$ cat src/rtl/sws_pkg.sv
package sws_pkg;

    localparam int CHAN_W         = 8;
    localparam int PROD_W         = 2 * CHAN_W;
    localparam int BITS_PER_PIXEL = 3 * CHAN_W;
    localparam int SYM_CNT_W      = 5;
    localparam int CFG_INDEX_W    = 8;
    localparam int CFG_DATA_W     = 8;
    localparam int QUEUE_DEPTH    = 2;

    localparam logic [CFG_INDEX_W-1:0] REG_BRIGHTNESS = CFG_INDEX_W'(0);
    localparam logic [CFG_INDEX_W-1:0] REG_DIM_STEP   = CFG_INDEX_W'(1);

    localparam logic [CHAN_W-1:0] BRIGHTNESS_RESET = 8'd255;

    localparam logic [1:0] DIM_FULL    = 2'd0;  // x255
    localparam logic [1:0] DIM_THREEQ  = 2'd1;  // x192
    localparam logic [1:0] DIM_HALF    = 2'd2;  // x128
    localparam logic [1:0] DIM_QUARTER = 2'd3;  // x64

    typedef struct packed {
        logic              last;
        logic [CHAN_W-1:0] blue;
        logic [CHAN_W-1:0] green;
        logic [CHAN_W-1:0] red;
    } pixel_in_t;

    // bits: green, red, blue from the top byte down
    typedef struct packed {
        logic                      last;
        logic [BITS_PER_PIXEL-1:0] bits;
    } pixel_word_t;

    // (p * dim_factor) >> 16 with the factor built from shifts
    function automatic logic [CHAN_W-1:0] dim_scale(input logic [PROD_W-1:0] p,
                                                     input logic [1:0] step);
        logic [PROD_W+CHAN_W-1:0] wide;
        logic [PROD_W+CHAN_W-1:0] pe;
        pe = (PROD_W+CHAN_W)'(p);
        case (step)
            DIM_FULL:    wide = (pe << 8) - pe;
            DIM_THREEQ:  wide = (pe << 7) + (pe << 6);
            DIM_HALF:    wide = pe << 7;
            DIM_QUARTER: wide = pe << 6;
            default:     wide = '0;
        endcase
        return wide[PROD_W+CHAN_W-1:PROD_W];
    endfunction

endpackage

$ cat src/rtl/sws_front.sv
module sws_front
    import sws_pkg::*;
(
    input  logic              aclk,
    input  logic              aresetn,
    input  logic              in_valid,
    output logic              in_ready,
    input  pixel_in_t         in_pixel,
    input  logic [CHAN_W-1:0] brightness_limit,
    input  logic [1:0]        dim_step,
    output logic              out_valid,
    input  logic              out_ready,
    output pixel_word_t       out_word
);

    logic              p1_valid_reg, p1_valid_next;
    logic [PROD_W-1:0] prod_r_reg, prod_g_reg, prod_b_reg;
    logic              last1_reg;
    logic              p2_valid_reg, p2_valid_next;
    pixel_word_t       word_reg;
    logic              p1_ready, p2_ready;

    assign p2_ready  = !p2_valid_reg || out_ready;
    assign p1_ready  = !p1_valid_reg || p2_ready;
    assign in_ready  = p1_ready;
    assign out_valid = p2_valid_reg;
    assign out_word  = word_reg;

    always_comb begin
        p1_valid_next = p1_valid_reg;
        p2_valid_next = p2_valid_reg;
        if (p1_ready) begin
            p1_valid_next = in_valid;
        end
        if (p2_ready) begin
            p2_valid_next = p1_valid_reg;
        end
    end

    always_ff @(posedge aclk) begin
        if (!aresetn) begin
            p1_valid_reg <= 1'b0;
            p2_valid_reg <= 1'b0;
        end else begin
            p1_valid_reg <= p1_valid_next;
            p2_valid_reg <= p2_valid_next;
        end
    end

    // stage 1: channel x brightness
    always_ff @(posedge aclk) begin
        if (p1_ready && in_valid) begin
            prod_r_reg <= in_pixel.red   * brightness_limit;
            prod_g_reg <= in_pixel.green * brightness_limit;
            prod_b_reg <= in_pixel.blue  * brightness_limit;
            last1_reg  <= in_pixel.last;
        end
    end

    // stage 2: dim factor, keep the high byte, pack G R B
    always_ff @(posedge aclk) begin
        if (p2_ready && p1_valid_reg) begin
            word_reg.bits <= {dim_scale(prod_g_reg, dim_step),
                              dim_scale(prod_r_reg, dim_step),
                              dim_scale(prod_b_reg, dim_step)};
            word_reg.last <= last1_reg;
        end
    end

endmodule

$ cat src/rtl/sws_queue.sv
module sws_queue
    import sws_pkg::*;
#(
    parameter int DEPTH = QUEUE_DEPTH
) (
    input  logic        aclk,
    input  logic        aresetn,
    input  logic        in_valid,
    output logic        in_ready,
    input  pixel_word_t in_data,
    output logic        out_valid,
    input  logic        out_ready,
    output pixel_word_t out_data
);

    localparam int IDX_W = (DEPTH > 1) ? $clog2(DEPTH) : 1;
    localparam int CNT_W = $clog2(DEPTH + 1);

    pixel_word_t       mem_reg [DEPTH];
    logic [IDX_W-1:0]  wr_ptr_reg, wr_ptr_next;
    logic [IDX_W-1:0]  rd_ptr_reg, rd_ptr_next;
    logic [CNT_W-1:0]  count_reg, count_next;
    logic              push, pop;

    assign in_ready  = count_reg != CNT_W'(DEPTH);
    assign out_valid = count_reg != '0;
    assign out_data  = mem_reg[rd_ptr_reg];
    assign push      = in_valid && in_ready;
    assign pop       = out_valid && out_ready;

    always_comb begin
        wr_ptr_next = wr_ptr_reg;
        rd_ptr_next = rd_ptr_reg;
        count_next  = count_reg;
        if (push) begin
            wr_ptr_next = (wr_ptr_reg == IDX_W'(DEPTH - 1)) ? '0 : wr_ptr_reg + 1'b1;
        end
        if (pop) begin
            rd_ptr_next = (rd_ptr_reg == IDX_W'(DEPTH - 1)) ? '0 : rd_ptr_reg + 1'b1;
        end
        if (push && !pop) begin
            count_next = count_reg + 1'b1;
        end else if (pop && !push) begin
            count_next = count_reg - 1'b1;
        end
    end

    always_ff @(posedge aclk) begin
        if (!aresetn) begin
            wr_ptr_reg <= '0;
            rd_ptr_reg <= '0;
            count_reg  <= '0;
        end else begin
            wr_ptr_reg <= wr_ptr_next;
            rd_ptr_reg <= rd_ptr_next;
            count_reg  <= count_next;
        end
    end

    always_ff @(posedge aclk) begin
        if (push) begin
            mem_reg[wr_ptr_reg] <= in_data;
        end
    end

endmodule

$ cat src/rtl/sws_back.sv
module sws_back
    import sws_pkg::*;
(
    input  logic        aclk,
    input  logic        aresetn,
    input  logic        in_valid,
    output logic        in_ready,
    input  pixel_word_t in_data,
    output logic        m_valid,
    input  logic        m_ready,
    output logic        m_bit_code,
    output logic        m_latch,
    output logic        m_end
);

    localparam logic [SYM_CNT_W-1:0] LAST_BIT = SYM_CNT_W'(BITS_PER_PIXEL - 1);
    localparam logic [SYM_CNT_W-1:0] LATCH_SLOT = SYM_CNT_W'(BITS_PER_PIXEL);

    logic                      busy_reg, busy_next;
    logic [BITS_PER_PIXEL-1:0] shift_reg, shift_next;
    logic [SYM_CNT_W-1:0]      cnt_reg, cnt_next;
    logic                      last_reg, last_next;
    logic                      valid_reg, valid_next;
    logic                      bit_reg, bit_next;
    logic                      latch_reg, latch_next;
    logic                      end_reg, end_next;
    logic                      advance;

    assign advance    = !valid_reg || m_ready;
    assign m_valid    = valid_reg;
    assign m_bit_code = bit_reg;
    assign m_latch    = latch_reg;
    assign m_end      = end_reg;

    always_comb begin
        busy_next  = busy_reg;
        shift_next = shift_reg;
        cnt_next   = cnt_reg;
        last_next  = last_reg;
        valid_next = valid_reg;
        bit_next   = bit_reg;
        latch_next = latch_reg;
        end_next   = end_reg;
        in_ready   = 1'b0;
        if (advance) begin
            valid_next = 1'b0;
            if (busy_reg) begin
                valid_next = 1'b1;
                if (cnt_reg == LATCH_SLOT) begin
                    bit_next   = 1'b0;
                    latch_next = 1'b1;
                    end_next   = 1'b1;
                    busy_next  = 1'b0;
                end else begin
                    bit_next   = shift_reg[BITS_PER_PIXEL-1];
                    latch_next = 1'b0;
                    end_next   = (cnt_reg == LAST_BIT) && !last_reg;
                    shift_next = {shift_reg[BITS_PER_PIXEL-2:0], 1'b0};
                    cnt_next   = cnt_reg + 1'b1;
                    if ((cnt_reg == LAST_BIT) && !last_reg) begin
                        busy_next = 1'b0;
                    end
                end
            end else if (in_valid) begin
                // first bit leaves straight from the queue head
                in_ready   = 1'b1;
                valid_next = 1'b1;
                bit_next   = in_data.bits[BITS_PER_PIXEL-1];
                latch_next = 1'b0;
                end_next   = 1'b0;
                shift_next = {in_data.bits[BITS_PER_PIXEL-2:0], 1'b0};
                cnt_next   = SYM_CNT_W'(1);
                last_next  = in_data.last;
                busy_next  = 1'b1;
            end
        end
    end

    always_ff @(posedge aclk) begin
        if (!aresetn) begin
            busy_reg  <= 1'b0;
            valid_reg <= 1'b0;
            cnt_reg   <= '0;
        end else begin
            busy_reg  <= busy_next;
            valid_reg <= valid_next;
            cnt_reg   <= cnt_next;
        end
    end

    always_ff @(posedge aclk) begin
        shift_reg <= shift_next;
        last_reg  <= last_next;
        bit_reg   <= bit_next;
        latch_reg <= latch_next;
        end_reg   <= end_next;
    end

endmodule

$ cat src/rtl/scaled_ws2812_pixel_serializer.sv
// Pixel-to-symbol serializer for a WS2812-style LED strip. Each pixel transfer on s_ carries
// red, green and blue; every channel is scaled by brightness_limit and the dim factor picked
// by dim_step (255, 192, 128, 64), and the result leaves on m_ as 24 symbols, one per
// cycle while m_tready is high, green, red, blue, MSB first (m_tdata[0] = 1 for a one-code).
// A pixel sent with s_tlast adds a 25th latch symbol (m_tuser = 1). m_tlast marks the final
// symbol of each pixel. Throughput is one symbol per clock at the output register while
// m_tready is high; the two-stage scaler and a small pixel queue keep the next pixel
// ready so symbols run back to back. The first symbol passes both scaler stages and the
// queue. Register writes (index 0 brightness, 1 dim step) are meant for idle periods.
module scaled_ws2812_pixel_serializer
    import sws_pkg::*;
#(
    parameter int QUEUE_DEPTH_P = QUEUE_DEPTH
) (
    input  logic                   aclk,
    input  logic                   aresetn,
    input  logic                   s_tvalid,
    output logic                   s_tready,
    input  logic [23:0]            s_tdata,   // red[7:0], green[15:8], blue[23:16]
    input  logic                   s_tlast,   // last_pixel
    output logic                   m_tvalid,
    input  logic                   m_tready,
    output logic [7:0]             m_tdata,   // bit_code[0], zero[7:1]
    output logic                   m_tuser,   // latch
    output logic                   m_tlast,   // end_of_run
    input  logic                   cfg_valid,
    output logic                   cfg_ready,
    input  logic [CFG_INDEX_W-1:0] cfg_index,
    input  logic [CFG_DATA_W-1:0]  cfg_data
);

    logic [CHAN_W-1:0] brightness_reg, brightness_next;
    logic [1:0]        dim_step_reg, dim_step_next;
    pixel_in_t         in_pixel;
    pixel_word_t       fq_word, qb_word;
    logic              fq_valid, fq_ready, qb_valid, qb_ready;
    logic              bit_code;

    assign cfg_ready = 1'b1;

    always_comb begin
        brightness_next = brightness_reg;
        dim_step_next   = dim_step_reg;
        if (cfg_valid && cfg_ready) begin
            case (cfg_index)
                REG_BRIGHTNESS: brightness_next = cfg_data[CHAN_W-1:0];
                REG_DIM_STEP:   dim_step_next   = cfg_data[1:0];
                default: ;
            endcase
        end
    end

    always_ff @(posedge aclk) begin
        if (!aresetn) begin
            brightness_reg <= BRIGHTNESS_RESET;
            dim_step_reg   <= DIM_FULL;
        end else begin
            brightness_reg <= brightness_next;
            dim_step_reg   <= dim_step_next;
        end
    end

    assign in_pixel.red   = s_tdata[7:0];
    assign in_pixel.green = s_tdata[15:8];
    assign in_pixel.blue  = s_tdata[23:16];
    assign in_pixel.last  = s_tlast;

    sws_front u_front (
        .aclk             (aclk),
        .aresetn          (aresetn),
        .in_valid         (s_tvalid),
        .in_ready         (s_tready),
        .in_pixel         (in_pixel),
        .brightness_limit (brightness_reg),
        .dim_step         (dim_step_reg),
        .out_valid        (fq_valid),
        .out_ready        (fq_ready),
        .out_word         (fq_word)
    );

    sws_queue #(
        .DEPTH (QUEUE_DEPTH_P)
    ) u_queue (
        .aclk      (aclk),
        .aresetn   (aresetn),
        .in_valid  (fq_valid),
        .in_ready  (fq_ready),
        .in_data   (fq_word),
        .out_valid (qb_valid),
        .out_ready (qb_ready),
        .out_data  (qb_word)
    );

    sws_back u_back (
        .aclk       (aclk),
        .aresetn    (aresetn),
        .in_valid   (qb_valid),
        .in_ready   (qb_ready),
        .in_data    (qb_word),
        .m_valid    (m_tvalid),
        .m_ready    (m_tready),
        .m_bit_code (bit_code),
        .m_latch    (m_tuser),
        .m_end      (m_tlast)
    );

    assign m_tdata = {7'd0, bit_code};

endmodule

$ cat config.mk
export PLATFORM = sky130hd
export DESIGN_NAME = scaled_ws2812_pixel_serializer
export DESIGN_NICKNAME = d
export VERILOG_FILES = /design/src/rtl/sws_pkg.sv /design/src/rtl/sws_front.sv /design/src/rtl/sws_queue.sv /design/src/rtl/sws_back.sv /design/src/rtl/scaled_ws2812_pixel_serializer.sv
export SDC_FILE = /design/constraint.sdc
export NUM_CORES = 1
export LEC_CHECK = 0
export BUFFER_PORTS_ARGS = -buffer_cell sky130_fd_sc_hd__buf_2
export CAP_MARGIN = 25
export CORE_ASPECT_RATIO = 2
export CORE_MARGIN = 2
export CORE_UTILIZATION = 23
export CTS_CLUSTER_SIZE = 28
export DETAILED_ROUTE_END_ITERATION = 7
export GPL_ROUTABILITY_DRIVEN = 0
export GPL_TIMING_DRIVEN = 0
export SETUP_SLACK_MARGIN = 0.15
export SYNTH_ARGS = -nofsm -noshare
export SYNTH_HDL_FRONTEND = slang
export SYNTH_SLANG_ARGS = --single-unit
$ cat constraint.sdc
create_clock -name aclk -period 4.51 [get_ports aclk]
set_clock_uncertainty 0.05 [all_clocks]
set_input_delay 0 -clock aclk [delete_from_list [all_inputs] [get_ports aclk]]
set_output_delay 0 -clock aclk [all_outputs]
set_load 0.005 [all_outputs]
==> summary.txt <==
STATUS
----------------------------------------------------------------------------------------
Outcome ................................................................... complete, but fails checks
Violated checks ........................................................... negative setup slack

DIE
----------------------------------------------------------------------------------------
Number of rows in the core area ...........................................          136
Core footprint ............................................................  0.0687 mm^2
Chip height ...............................................................       377 um
Number of top-level pins ..................................................           59
Die outline area ..........................................................  0.0719 mm^2
X dimension of the die ....................................................       191 um
Effective utilization at floorplan ........................................        23.3%

LAYOUT
----------------------------------------------------------------------------------------
Most frequent cells in the layout ......................................... 209 x sky130_fd_sc_hd__ha_1, 202 x sky130_fd_sc_hd__inv_1, 151 x sky130_fd_sc_hd__edfxtp_1
Number of nets in the finished design .....................................        2,068
Final non-filler cell total ...............................................        2,606
Most common library cell in the layout ignoring fill and taps ............. sky130_fd_sc_hd__ha_1
Layout cell share with drive strength beyond 1 ............................        13.8%
Largest register FFs ......................................................           50
Synthesis-to-layout area growth ...........................................        19.8%

STA
----------------------------------------------------------------------------------------
Post-layout worst setup margin ............................................     -31.4 ps
Rel. slew slack ...........................................................        43.2%
Final clock period utilization by the worst path ..........................         101%
Hold violation count in the final report ..................................            0
Unrepaired setup endpoints after global routing ...........................          yes
Tightest Pin Transition ...................................................       831 ps
Number of setup violations in the final report ............................            1
Post-layout min period ....................................................      4540 ps
Maximum frequency from static timing analysis .............................    0.220 GHz
Max-slew violation count ..................................................            0
Setup TNS .................................................................     -31.4 ps
Final worst hold slack ....................................................      39.6 ps

PLACEMENT
----------------------------------------------------------------------------------------
Detailed placer's ending HPWL .............................................      32.1 mm
Placed cells ..............................................................        2,517
Total of buffers placed on input and output ports .........................           50

CRITICAL PATH
----------------------------------------------------------------------------------------
Category of cells accounting for the largest share of critical-path delay .  adder cells
Kind of start point of the critical path ..................................    flip-flop
Most Frequent Cell on Critical Path ....................................... sky130_fd_sc_hd__fa_1
Slowest cell on the critical path ......................................... sky130_fd_sc_hd__fa_1
Termination of the worst setup path ....................................... u_front.prod_b_reg[15]$_DFFE_PP_
Signal arrival time at the worst endpoint .................................      4690 ps
Startpoint of the worst setup timing path ................................. brightness_reg[2]$_SDFFE_PN1P_
WP buf/inv ................................................................            4
Destination of the worst register-to-register timing path ................. u_front.prod_b_reg[15]$_DFFE_PP_
Largest fanout of any net on the critical path ............................            5
Cell depth of the worst flop-to-flop path .................................           15
Depth of the critical timing path with buffers and inverters included .....           15
Kind of capture point of the worst setup path .............................    flip-flop
R2R Setup Slk .............................................................       -30 ps
WS Path Type ..............................................................   reg -> reg
Startpoint of the worst-slack reg-to-reg timing path ...................... brightness_reg[2]$_SDFFE_PN1P_
Critical-path cell list ................................................... clkbuf_16 > nand2_4 > fa_1 > fa_1 > inv_2 > fa_1 > inv_1 > fa_1 > inv_2 > ha_4 > a21boi_4 > o41a_1 > a41o_1 > o41ai_4 > xnor2_1
Required time of the critical path ........................................      4660 ps
Largest stage delay on the critical path ..................................       530 ps

FLOW RUN
----------------------------------------------------------------------------------------
Count of maximum capacitance violations ...................................            0

DETAILED ROUTING
----------------------------------------------------------------------------------------
DR DRC count ..............................................................            0
Number of vias in the routed layout .......................................        11.6k
Antenna violation net count after detailed routing ........................            0
Final routed wire length divided by cell count ............................      15.0 um
DRC marker count from the first detailed-route iteration ..................          397
Vias per std cell .........................................................         4.44
DRT Pass-1 Iters ..........................................................            5
DRT Wirelength ............................................................      39.2 mm

PWR
----------------------------------------------------------------------------------------
P_leak ....................................................................      8.13 nW
Areal power density over the cells ........................................  641 mW/mm^2
Largest vdd supply drop ...................................................   0.000281 V

SYNTHESIS
----------------------------------------------------------------------------------------
Share of synthesized flip-flops with an asynchronous set or reset .........           0%
Post-synthesis cell count .................................................        1,558
Post-synthesis register bit count .........................................          175
Number of flops mapped to enable cells by yosys ...........................          151
Sequential element share of the synthesized area ..........................        31.3%
Most used flip-flop cell after synthesis .................................. sky130_fd_sc_hd__edfxtp_1
Average size of a mapped cell .............................................    10.3 um^2
Yosys warns ...............................................................            0
Cell types with the largest area share after synthesis .................... sky130_fd_sc_hd__edfxtp_1 28%, sky130_fd_sc_hd__ha_1 17%, sky130_fd_sc_hd__fa_1 14%, sky130_fd_sc_hd__and2_1 5.9%, sky130_fd_sc_hd__inv_1 5.0%
Library cell with the largest summed area after synthesis ................. sky130_fd_sc_hd__edfxtp_1
Area of the mapped netlist ................................................  0.0160 mm^2
Library cells used by synthesis ...........................................           74
Share of Yosys cell area claimed by the top area cell type ................        28.3%

CLOCKING
----------------------------------------------------------------------------------------
Clock tree sinks ..........................................................          175
CTS max path bufs .........................................................            2
Number of buffers added by the clock tree synthesis step ..................           17
CTS tree ..................................................................          yes
Latest clock arrival within the worst-skew pair ...........................       460 ps
Number of H-tree levels ...................................................            4
Clock-pin slew of the registers on the worst-case setup and hold paths ....        80 ps
Clock tree root driver cell ............................................... sky130_fd_sc_hd__clkbuf_16

GLOBAL ROUTE
----------------------------------------------------------------------------------------
Via count of the first global-routing pass ................................        12.3k
GRT Resource Usage Total ..................................................        11.0%
First-pass GRT wire length ................................................      61.3 mm
Largest net degree at the start of global routing .........................           42
Remaining global-route overflow ...........................................            0
Initial antenna violation count ...........................................            0

HOLD PATH
----------------------------------------------------------------------------------------
Hold WC Path Type .........................................................    in -> reg

## synthesized netlist by cell type (all sizes together) (16+ instances only)
cell / instances
nor3: 30
clkbuf: 35
edfxtp: 151
mux2i: 37
o21ai: 56
inv: 212
nand3: 24
nor2: 53
a21o: 16
o211ai: 17
and2: 152
xnor2: 62
nand2: 119
dfxtp: 24
ha: 219
a21oi: 63
nor2b: 16
fa: 108
## layout make-up
type	instances	area, um^2
fill	7131	49600
multi-input combinational	1131	10300
sequential	175	5040
tap	897	1120
timing repair buffer	112	886
inverter	212	796
clock buffer	17	425
buffer	46	400
clock inverter	15	165
antenna	1	2.50
## metal layers
layer / up-vias / global-route usage (%) / part of all wire, %
li1: 5571 / - / -
met3: 119 / 1.19 / 2.3
met1: 5640 / 9.67 / 34
met4: 0 / 8.07 / 7.5
met2: 252 / 22.2 / 57
met5: - / 0 / 0
## metrics by stage
| step | power, mW | utilization (%) | cell area (um^2) | setup slack [ps] |
|---|---|---|---|---|
| 6_report | 12.3 | 27.9 | 19200 | -31.4 |
| 5_1_grt | 13.3 | 27.9 | 19200 | -139 |
| 4_1_cts | 12.0 | 27.5 | 18900 | 24.7 |
| 3_5_place_dp | 10.1 | 25.6 | 17600 | -878 |
| 3_3_place_gp | 9.84 | 25.4 | 17500 | -847 |
| 2_1_floorplan | 8.46 | - | 16100 | 155 |
## worst min-delay path, cell delays in order
cell and delay (ps):
sky130_fd_sc_hd__buf_2 150, sky130_fd_sc_hd__and2_1 150, sky130_fd_sc_hd__ha_1 130
## cell families (layout without fill, tap and decap cells)
family | Yosys count | in the layout | synth area share [%]
mux | 47 | 47 | 3.51
other cells | 2 | 9 | 0.0469
compound gates | 233 | 233 | 9.76
fa+ha+maj | 327 | 327 | 30.6
buf+inv | 258 | 402 | 6.26
xor+xnor | 77 | 77 | 4.21
simple gates | 439 | 439 | 14.3
flops | 175 | 175 | 31.3
## report_power, final
group / leakage [nW] / internal (mW) / switching (mW)
clock: 0.285 / 0.745 / 0.726
sequential: 1.62 / 2.61 / 0.410
combinational: 6.22 / 3.63 / 4.18
total: 8.13 / 6.98 / 5.31
## worst min-delay path by stage
stage,startpoint,endpoint,slack [ps],depth (start not counted)
final,s_tdata[9],u_front.prod_g_reg[1]$_DFFE_PP_,40,3
after global routing,s_tdata[1],u_front.prod_r_reg[1]$_DFFE_PP_,60,3
after CTS,s_tdata[1],u_front.prod_r_reg[1]$_DFFE_PP_,8,3
after detailed placement,cfg_data[3],brightness_reg[3]$_SDFFE_PN1P_,170,3
after global placement,cfg_data[3],brightness_reg[3]$_SDFFE_PN1P_,180,3
after floorplan,s_tlast,u_front.last1_reg$_DFFE_PP_,50,0
## timing repair
| item | in CTS | in global routing |
|---|---|---|
| pin swaps | 26 | 51 |
| setup endpoints to repair | 23 | 16 |
| cloned | 1 | 0 |
| hold endpoints to repair | 20 | 0 |
| hold buffers | 23 | 0 |
| setup buffers | 16 | 16 |
| resized for setup | 74 | 40 |
Power figures use the tool's default switching activity.
